**src/hdl/deq_pkg.sv**
```systemverilog
`timescale 1ns / 1ps
// ============================================================================
// deq_pkg - shared types for the double-ended queue
// Operation, status and controller state codes, and the command and status
// bundles that pass between the controller and the datapath.
// ============================================================================
package deq_pkg;

    localparam int unsigned KIND_W   = 3;
    localparam int unsigned VALUE_W  = 32;
    localparam int unsigned STATUS_W = 2;

    // request kind as it arrives on the input channel
    typedef enum logic [KIND_W-1:0] {
        KIND_PUSH_BACK  = 3'd0,
        KIND_PUSH_FRONT = 3'd1,
        KIND_POP_FRONT  = 3'd2,
        KIND_POP_BACK   = 3'd3,
        KIND_PEEK_FRONT = 3'd4,
        KIND_PEEK_BACK  = 3'd5
    } kind_t;

    // result status code
    typedef enum logic [STATUS_W-1:0] {
        STAT_OK    = 2'd0,
        STAT_EMPTY = 2'd1,
        STAT_FULL  = 2'd2,
        STAT_NULL  = 2'd3
    } status_t;

    // datapath operation issued by the controller
    typedef enum logic [2:0] {
        OP_NONE,
        OP_PUSH_BACK,
        OP_PUSH_FRONT,
        OP_POP_FRONT,
        OP_POP_BACK,
        OP_PEEK_FRONT,
        OP_PEEK_BACK
    } op_t;

    typedef enum logic [1:0] {
        FSM_IDLE,
        FSM_READ,
        FSM_RESP
    } fsm_state_t;

    // controller to datapath
    typedef struct packed {
        op_t     op;       // pointer, count and store update, read issue
        logic    capture;  // load the result registers
        logic    use_rd;   // result word comes from the store read
        status_t code;     // status to report
    } cmd_t;

    // datapath to controller
    typedef struct packed {
        logic q_empty;
        logic q_full;
        logic word_null;
    } dp_status_t;

endpackage

```
**src/hdl/deq_in_if.sv**
```systemverilog
`timescale 1ns / 1ps
// ============================================================================
// deq_in_if - request channel
// Valid/ready channel carrying one queue operation per beat.
// ============================================================================
interface deq_in_if;

    logic                           valid;
    logic                           ready;
    logic [deq_pkg::KIND_W-1:0]     kind;
    logic [deq_pkg::VALUE_W-1:0]    value;

    modport source (output valid, output kind, output value, input ready);
    modport sink   (input valid, input kind, input value, output ready);

endinterface

```
**src/hdl/deq_out_if.sv**
```systemverilog
`timescale 1ns / 1ps
// ============================================================================
// deq_out_if - response channel
// Valid/ready channel carrying one operation result per beat.
// ============================================================================
interface deq_out_if #(
    parameter int unsigned COUNT_W = 5
);

    logic                           valid;
    logic                           ready;
    logic [deq_pkg::VALUE_W-1:0]    value_out;
    logic [deq_pkg::STATUS_W-1:0]   status;
    logic [COUNT_W-1:0]             count;
    logic                           is_empty;

    modport source (output valid, output value_out, output status, output count,
                    output is_empty, input ready);
    modport sink   (input valid, input value_out, input status, input count,
                    input is_empty, output ready);

endinterface

```
**src/hdl/deq_ctrl.sv**
```systemverilog
`timescale 1ns / 1ps
// ============================================================================
// deq_ctrl - queue controller
// Decodes each request against the queue state and sequences the datapath.
// ============================================================================
module deq_ctrl (
    input  logic                        clk,
    input  logic                        rst_n,
    input  logic                        in_valid,
    output logic                        in_ready,
    input  logic [deq_pkg::KIND_W-1:0]  kind,
    output logic                        out_valid,
    input  logic                        out_ready,
    input  deq_pkg::dp_status_t         dp_stat,
    output deq_pkg::cmd_t               cmd
);

    deq_pkg::fsm_state_t state_reg;
    deq_pkg::fsm_state_t state_next;

    always_ff @(posedge clk or negedge rst_n)
    begin
        if (!rst_n)
        begin
            state_reg <= deq_pkg::FSM_IDLE;
        end
        else
        begin
            state_reg <= state_next;
        end
    end

    always_comb
    begin
        state_next  = state_reg;
        in_ready    = 1'b0;
        out_valid   = 1'b0;
        cmd.op      = deq_pkg::OP_NONE;
        cmd.capture = 1'b0;
        cmd.use_rd  = 1'b0;
        cmd.code    = deq_pkg::STAT_OK;

        case (state_reg)
            deq_pkg::FSM_IDLE:
            begin
                in_ready = 1'b1;
                if (in_valid)
                begin
                    cmd.capture = 1'b1;
                    state_next  = deq_pkg::FSM_RESP;
                    case (deq_pkg::kind_t'(kind))
                        deq_pkg::KIND_PUSH_BACK,
                        deq_pkg::KIND_PUSH_FRONT:
                        begin
                            // null check takes priority over full
                            if (dp_stat.word_null)
                            begin
                                cmd.code = deq_pkg::STAT_NULL;
                            end
                            else if (dp_stat.q_full)
                            begin
                                cmd.code = deq_pkg::STAT_FULL;
                            end
                            else if (deq_pkg::kind_t'(kind) == deq_pkg::KIND_PUSH_BACK)
                            begin
                                cmd.op = deq_pkg::OP_PUSH_BACK;
                            end
                            else
                            begin
                                cmd.op = deq_pkg::OP_PUSH_FRONT;
                            end
                        end
                        deq_pkg::KIND_POP_FRONT,
                        deq_pkg::KIND_POP_BACK,
                        deq_pkg::KIND_PEEK_FRONT,
                        deq_pkg::KIND_PEEK_BACK:
                        begin
                            if (dp_stat.q_empty)
                            begin
                                cmd.code = deq_pkg::STAT_EMPTY;
                            end
                            else
                            begin
                                // result waits for the registered store read
                                cmd.capture = 1'b0;
                                state_next  = deq_pkg::FSM_READ;
                                case (deq_pkg::kind_t'(kind))
                                    deq_pkg::KIND_POP_FRONT:  cmd.op = deq_pkg::OP_POP_FRONT;
                                    deq_pkg::KIND_POP_BACK:   cmd.op = deq_pkg::OP_POP_BACK;
                                    deq_pkg::KIND_PEEK_FRONT: cmd.op = deq_pkg::OP_PEEK_FRONT;
                                    default:                  cmd.op = deq_pkg::OP_PEEK_BACK;
                                endcase
                            end
                        end
                        default:
                        begin
                            // unused kinds report the current count only
                        end
                    endcase
                end
            end
            deq_pkg::FSM_READ:
            begin
                cmd.capture = 1'b1;
                cmd.use_rd  = 1'b1;
                state_next  = deq_pkg::FSM_RESP;
            end
            deq_pkg::FSM_RESP:
            begin
                out_valid = 1'b1;
                if (out_ready)
                begin
                    state_next = deq_pkg::FSM_IDLE;
                end
            end
            default:
            begin
                state_next = deq_pkg::FSM_IDLE;
            end
        endcase
    end

endmodule

```
**src/hdl/deq_dp.sv**
```systemverilog
`timescale 1ns / 1ps
// ============================================================================
// deq_dp - queue datapath
// Ring buffer store, front/back indices, entry count and result registers.
// ============================================================================
module deq_dp #(
    parameter int unsigned DEPTH      = 16,
    parameter int unsigned DATA_WIDTH = 32,
    parameter int unsigned COUNT_W    = 5
) (
    input  logic                            clk,
    input  logic                            rst_n,
    input  logic [deq_pkg::VALUE_W-1:0]     value,
    input  deq_pkg::cmd_t                   cmd,
    output deq_pkg::dp_status_t             dp_stat,
    output logic [deq_pkg::VALUE_W-1:0]     value_out,
    output logic [deq_pkg::STATUS_W-1:0]    status,
    output logic [COUNT_W-1:0]              count,
    output logic                            is_empty
);

    localparam int unsigned IDX_W  = (DEPTH > 1) ? $clog2(DEPTH) : 1;
    localparam int unsigned WORD_W = (DATA_WIDTH < deq_pkg::VALUE_W) ? DATA_WIDTH
                                                                     : deq_pkg::VALUE_W;

    logic [WORD_W-1:0]              mem [DEPTH];
    logic [WORD_W-1:0]              rd_data_reg;

    logic [IDX_W-1:0]               front_reg;
    logic [IDX_W-1:0]               front_next;
    logic [IDX_W-1:0]               back_reg;
    logic [IDX_W-1:0]               back_next;
    logic [COUNT_W-1:0]             count_reg;
    logic [COUNT_W-1:0]             count_next;

    logic [IDX_W-1:0]               front_up;
    logic [IDX_W-1:0]               front_down;
    logic [IDX_W-1:0]               back_up;
    logic [IDX_W-1:0]               back_down;
    logic [IDX_W-1:0]               rd_addr;
    logic [IDX_W-1:0]               wr_addr;
    logic                           wr_en;
    logic [WORD_W-1:0]              word;

    logic [deq_pkg::VALUE_W-1:0]    value_out_reg;
    logic [deq_pkg::STATUS_W-1:0]   status_reg;
    logic [COUNT_W-1:0]             res_count_reg;
    logic                           is_empty_reg;

    assign word = value[WORD_W-1:0];

    // ring wrap, depth need not be a power of two
    assign front_up   = (front_reg == IDX_W'(DEPTH - 1)) ? '0 : front_reg + 1'b1;
    assign front_down = (front_reg == '0) ? IDX_W'(DEPTH - 1) : front_reg - 1'b1;
    assign back_up    = (back_reg == IDX_W'(DEPTH - 1)) ? '0 : back_reg + 1'b1;
    assign back_down  = (back_reg == '0) ? IDX_W'(DEPTH - 1) : back_reg - 1'b1;

    assign dp_stat.q_empty   = (count_reg == '0);
    assign dp_stat.q_full    = (count_reg == COUNT_W'(DEPTH));
    assign dp_stat.word_null = (word == '0);

    always_comb
    begin
        front_next = front_reg;
        back_next  = back_reg;
        count_next = count_reg;
        rd_addr    = front_reg;
        wr_addr    = back_reg;
        wr_en      = 1'b0;
        case (cmd.op)
            deq_pkg::OP_PUSH_BACK:
            begin
                wr_en      = 1'b1;
                wr_addr    = back_reg;
                back_next  = back_up;
                count_next = count_reg + 1'b1;
            end
            deq_pkg::OP_PUSH_FRONT:
            begin
                wr_en      = 1'b1;
                wr_addr    = front_down;
                front_next = front_down;
                count_next = count_reg + 1'b1;
            end
            deq_pkg::OP_POP_FRONT:
            begin
                rd_addr    = front_reg;
                front_next = front_up;
                count_next = count_reg - 1'b1;
            end
            deq_pkg::OP_POP_BACK:
            begin
                rd_addr    = back_down;
                back_next  = back_down;
                count_next = count_reg - 1'b1;
            end
            deq_pkg::OP_PEEK_FRONT:
            begin
                rd_addr = front_reg;
            end
            deq_pkg::OP_PEEK_BACK:
            begin
                rd_addr = back_down;
            end
            default:
            begin
            end
        endcase
    end

    always_ff @(posedge clk or negedge rst_n)
    begin
        if (!rst_n)
        begin
            front_reg <= '0;
            back_reg  <= '0;
            count_reg <= '0;
        end
        else
        begin
            front_reg <= front_next;
            back_reg  <= back_next;
            count_reg <= count_next;
        end
    end

    // store: one write port, one registered read port
    always_ff @(posedge clk)
    begin
        if (wr_en)
        begin
            mem[wr_addr] <= word;
        end
        rd_data_reg <= mem[rd_addr];
    end

    // result registers
    always_ff @(posedge clk)
    begin
        if (cmd.capture)
        begin
            value_out_reg <= cmd.use_rd ? deq_pkg::VALUE_W'(rd_data_reg) : '0;
            status_reg    <= cmd.code;
            res_count_reg <= count_next;
            is_empty_reg  <= (count_next == '0);
        end
    end

    assign value_out = value_out_reg;
    assign status    = status_reg;
    assign count     = res_count_reg;
    assign is_empty  = is_empty_reg;

endmodule

```
**src/hdl/double_ended_queue.sv**
```systemverilog
`timescale 1ns / 1ps
// response: a push, an unused kind or an empty pop/peek offers its response in the cycle
//   after the request beat; a pop or peek on a non-empty queue first passes the registered
//   read of the entry store (FSM_READ) and then loads the result registers
// flow: a new request is taken only once the previous response beat has gone
// reset: rst_n clears indices, count and controller state at once; the store keeps
//   no reset and holds nothing valid until written
// ============================================================================
// double_ended_queue - bounded deque of data words
// Ring buffer deque with push/pop/peek at either end, controller plus datapath.
// ============================================================================
module double_ended_queue #(
    parameter int unsigned DEPTH      = 16,
    parameter int unsigned DATA_WIDTH = 32
) (
    input  logic        clk,
    input  logic        rst_n,
    deq_in_if.sink      req,
    deq_out_if.source   rsp
);

    // count must hold DEPTH itself
    localparam int unsigned COUNT_W = $clog2(DEPTH + 1);

    deq_pkg::cmd_t       cmd;      // controller command to datapath
    deq_pkg::dp_status_t dp_stat;  // queue condition back to controller

    // controller: decodes request kind against empty/full/null, owns both
    // handshakes, one request in flight at a time
    deq_ctrl u_ctrl (
        .clk       (clk),
        .rst_n     (rst_n),
        .in_valid  (req.valid),
        .in_ready  (req.ready),
        .kind      (req.kind),
        .out_valid (rsp.valid),
        .out_ready (rsp.ready),
        .dp_stat   (dp_stat),
        .cmd       (cmd)
    );

    // datapath: ring buffer store, indices, count and response registers;
    // response payload is held in registers for the whole response beat
    deq_dp #(
        .DEPTH      (DEPTH),
        .DATA_WIDTH (DATA_WIDTH),
        .COUNT_W    (COUNT_W)
    ) u_dp (
        .clk       (clk),
        .rst_n     (rst_n),
        .value     (req.value),
        .cmd       (cmd),
        .dp_stat   (dp_stat),
        .value_out (rsp.value_out),
        .status    (rsp.status),
        .count     (rsp.count),
        .is_empty  (rsp.is_empty)
    );

endmodule

```
**src/flat_wrapper.sv**
```systemverilog
// flat-port wrapper written by rule: the top's interface ports become plain ports
module double_ended_queue_flat 
#(
    parameter int unsigned DEPTH      = 16,
    parameter int unsigned DATA_WIDTH = 32
)
  (clk, rst_n, req_valid, req_kind, req_value, req_ready, rsp_valid, rsp_value_out, rsp_status, rsp_count, rsp_is_empty, rsp_ready);
  deq_in_if req_i ();
  deq_out_if rsp_i ();
  input  logic clk;
  input  logic rst_n;
  input wire logic [$bits(req_i.valid)-1:0] req_valid;
  input wire logic [$bits(req_i.kind)-1:0] req_kind;
  input wire logic [$bits(req_i.value)-1:0] req_value;
  output wire logic [$bits(req_i.ready)-1:0] req_ready;
  output wire logic [$bits(rsp_i.valid)-1:0] rsp_valid;
  output wire logic [$bits(rsp_i.value_out)-1:0] rsp_value_out;
  output wire logic [$bits(rsp_i.status)-1:0] rsp_status;
  output wire logic [$bits(rsp_i.count)-1:0] rsp_count;
  output wire logic [$bits(rsp_i.is_empty)-1:0] rsp_is_empty;
  input wire logic [$bits(rsp_i.ready)-1:0] rsp_ready;
  assign req_i.valid = req_valid;
  assign req_i.kind = req_kind;
  assign req_i.value = req_value;
  assign req_ready = req_i.ready;
  assign rsp_valid = rsp_i.valid;
  assign rsp_value_out = rsp_i.value_out;
  assign rsp_status = rsp_i.status;
  assign rsp_count = rsp_i.count;
  assign rsp_is_empty = rsp_i.is_empty;
  assign rsp_i.ready = rsp_ready;
  double_ended_queue #(.DEPTH(DEPTH), .DATA_WIDTH(DATA_WIDTH)) u_core (.clk(clk), .rst_n(rst_n), .req(req_i), .rsp(rsp_i));
endmodule
```
**config.mk**
```make
export PLATFORM = sky130hd
export DESIGN_NAME = double_ended_queue_flat
export DESIGN_NICKNAME = d
export VERILOG_FILES = /design/src/hdl/deq_pkg.sv /design/src/hdl/deq_in_if.sv /design/src/hdl/deq_out_if.sv /design/src/hdl/deq_ctrl.sv /design/src/hdl/deq_dp.sv /design/src/hdl/double_ended_queue.sv /design/src/flat_wrapper.sv
export SDC_FILE = /design/constraint.sdc
export NUM_CORES = 1
export LEC_CHECK = 0
export ABC_CLOCK_PERIOD_IN_PS = 4700
export BUFFER_PORTS_ARGS = -buffer_cell sky130_fd_sc_hd__buf_2
export CORE_MARGIN = 5
export CORE_UTILIZATION = 46
export CTS_CLUSTER_DIAMETER = 150
export CTS_CLUSTER_SIZE = 14
export DETAILED_ROUTE_END_ITERATION = 16
export HOLD_SLACK_MARGIN = 0.08
export SYNTH_ARGS = -nofsm -noshare
export SYNTH_HDL_FRONTEND = slang
export SYNTH_HIERARCHICAL = 1
export SYNTH_SLANG_ARGS = --single-unit
```
**constraint.sdc**
```tcl
create_clock -name clk -period 4.7 [get_ports clk]
set_input_delay 0.47 -clock clk [delete_from_list [all_inputs] [get_ports clk]]
set_output_delay 0.47 -clock clk [all_outputs]
set_load 0.01 [all_outputs]
```
==> results.toml <==
[global_route]
antenna_found_initial = 2
grt_pass1_wl_mm = 92.6
grt_pass1_vias = 13900
grt.total_usage_pct = 21.9
grt_max_degree = 54
overflow = 0

[sta]
max_freq_mhz = 231
tightest_slew_ps = 1100
post-route-worst-setup-slack_ps = 365
max_slew_margin_pct = 25.8
setup_viol = 0
finalMaxSlewViolations = 0
finalClockSkew_ps = 20.4
min_period_ps = 4340
hold_violations = 0
whs_ps = 158
rsz0062_at_grt = "false"
fin_crit_sh_pct = 92.2

[routing]
routedWlPerCell_microns = 26.6
avgViaCountPerCell = 5.96
num_vias = 14200
drt_iter0_markers = 1467
wl_mm = 63.2
drtPass1Iterations = 5
drc = 0
ant_nets = 0

[final_layout]
fin_nets = 1716
drive_gt1_share_pct = 17.4
largest_reg_flops = 512
area_growth_pct = 15.2
fill_cells = 4164
fin_area_sq_um = 27700
instances_no_fill = 2379

[floorplan]
design.core.area_sq_um = 51500
dieArea_sq_um = 56900
num_rows = 83
die_h_microns = 239
die_w_microns = 239
io_pins = 81
start_util_pct = 46.6

[yosys]
synthTopCellsByArea = "edfxtp_1 (69%), mux2i_1 (5.5%), a211oi_1 (4.0%)"
synth-seq-cells = 599
yosysMostFrequentCell = "edfxtp_1"
dominantRegCellSynth = "edfxtp_1"
synth.net_count = 1579
async_flop_share_pct = 2.50
syn_inst = 1530
yosys_warnings = 6
yosysTopAreaCellShare_pct = 69.0
synth_common_cells = "edfxtp_1 (552), nand2_1 (145), mux2i_1 (131)"
ys_seq_area_share_pct = 73.2
synth_area_per_cell_sq_um = 15.7
synth_edf_count = 552
yosysUniqueCellTypes = 66
yosys.area.top_type = "edfxtp_1"
syn-cell-area_sq_um = 24000

[place]
post_dp_cell_area_sq_um = 26300
pre_cts_ws_ps = -279
gp_congestion = 0.817
dpl.cell_count = 2296
io_buffers = 80
hpwl_mm = 37.1

[worst_setup_path]
crit_path_max_fanout = 36
critPathLaunch = "req_value[1]"
critical_path_class = "input pin to register"
crit_path_cell_trace = "buf_2 -> nor4_1 -> nand4_1 -> nor2_1 -> buf_4 -> nor2_1 -> a41oi_1 -> a221oi_2 -> buf_4 -> nor3b_4 -> buf_12 -> buf_4 -> a211oi_1 -> a211oi_1 -> o21ai_0 -> a32o_1"
path_common_cell = "buf_4"
critPathBufInv = 5
cp.arrival_ps = 4820
worstReg2RegStart = "u_core/u_ctrl/state_reg[1]"
worstSetupStartpointType = "input pin"
r2r_slack_ps = 1020
worstPathRequired_ps = 5190
crit_cells = 16
cp-end-kind = "register"
crit_path_max_incr_delay_ps = 870
crit_family = "simple AND/OR/NAND/NOR gates"
r2r_cells = 12
critPathSlowestCell = "nor4_1"

[cts]
cts_tree = "done"
worstSkewPairLatency_ps = 600
clk_path_buf_depth = 3
cts_root_buf = "clkbuf_16"
numClockSinks = 599
postCtsSetupRepairBufs = 0
numCtsBuffers = 48
cts_max_level = 2
clk_pin_slew_ps = 70

[status]
status = "finished clean"

[flow_run]
max-cap-violations = 0

[min_path]
worstHoldStart = "req_valid"
hold_class = "input pin to register"
hold_depth = 2

[power_and_ir_drop]
power_density_nw_per_um2 = 583
peakVddDrop_v = 0.000341
leakage_nw = 9.53
## logic make-up (layout without fill, tap and decap cells)
logic type	count (synthesis)	after routing	synth area share, %
xor gates and xnor gates	9	9	0.328
AOI/OAI and AO/OA	336	336	11.1
adders and majority gates	10	10	0.552
buffers and inverters	177	345	3.69
and+or+nand+nor	262	262	5.26
DFF	599	599	73.2
muxes	137	137	5.81
other	0	1	0
## what timing repair did
item                      4_1_cts  5_1_grt
hold endpoints to repair       15        0
hold buffers                    1        0
resized for setup               0        0
## per-stage QoR
stage | power [mW] | TNS, ps | util [%]
floorplan | 10.2 | 0 | -
global placement | 12.4 | -26370 | 51.0
detailed placement | 12.5 | -54620 | 51.0
CTS | 16.2 | 0 | 53.7
global route | 16.8 | 0 | 53.7
finish | 16.1 | 0 | 53.7
## area by class of cell
type	instances	area [sq um]	share of cell area [%]
Antenna cell	1	2.50	0.00904
Multi-Input combinational cell	754	5760	20.8
Inverter	75	282	1.02
Tap cell	680	851	3.07
Clock inverter	3	51.3	0.185
Sequential cell	599	17600	63.5
Clock buffer	78	1340	4.82
Timing Repair Buffer	189	1810	6.54
## worst reg2reg max path, stage by stage (launching register included)
cell	delay (ps)
dfrtp_1	500
nor4b_4	490
o311a_1	660
nor2b_1	160
nand2_1	130
nand2_1	100
buf_4	150
ha_1	270
a21o_1	180
a21oi_1	170
xnor2_1	90
mux2_2	290
nor4b_1	320
## per-layer routing
metal  track usage, %  share of wire, %  up-vias
li1                 -                 -     6265
met1             32.5                44     7268
met2             34.1                46      533
met3             3.05               6.7       98
met4             6.56               2.7        4
met5                0             0.036        -
## worst paths after layout
path / end
setup / recovery: u_core/u_dp/rd_data_reg[18]
hold / removal: u_core/u_ctrl/state_reg[0]
setup reg to reg: u_core/u_dp/is_empty
hold reg to reg: u_core/u_dp/value_out[22]
max in group asynchronous: u_core/u_dp/front_reg[1]
min in group asynchronous: u_core/u_dp/back_reg[3]
## cells in the final DEF (no fill, tap or decap), types with 3 or more instances in the layout
| cell type | netlist | layout |
|---|---|---|
| clkbuf_1 | 41 | 29 |
| nor2_4 | 2 | 22 |
| clkbuf_16 | 0 | 49 |
| nand3_1 | 6 | 6 |
| nor2b_1 | 6 | 5 |
| ha_1 | 9 | 9 |
| a21oi_1 | 9 | 8 |
| nor2_1 | 34 | 16 |
| xor2_1 | 4 | 4 |
| mux2_2 | 3 | 3 |
| xnor2_1 | 5 | 5 |
| o31ai_1 | 5 | 5 |
| inv_1 | 75 | 75 |
| a31oi_1 | 3 | 3 |
| buf_2 | 31 | 80 |
| a221oi_2 | 8 | 9 |
| and2_1 | 33 | 33 |
| a32oi_1 | 65 | 65 |
| edfxtp_1 | 552 | 552 |
| buf_12 | 0 | 47 |
| a221oi_1 | 25 | 24 |
| dfrtp_1 | 15 | 14 |
| buf_4 | 9 | 61 |
| nor4_1 | 9 | 9 |
| o21ai_1 | 5 | 5 |
| a21o_1 | 5 | 4 |
| and3_1 | 3 | 3 |
| dfxtp_1 | 32 | 32 |
| mux2i_1 | 131 | 131 |
| nand2_1 | 145 | 145 |
| a32o_1 | 32 | 32 |
| nand2b_1 | 3 | 3 |
| a22oi_1 | 3 | 3 |
| a211oi_1 | 128 | 128 |
| o21ai_0 | 34 | 34 |
| nand4_1 | 3 | 3 |
## where the power goes
part / total [mW] / internal [mW] / switching (mW)
sequential: 6.72 / 6.42 / 0.292
combinational: 5.66 / 2.17 / 3.48
clock: 3.75 / 1.94 / 1.81
Note: power is estimated with default switching activity, not from simulation.
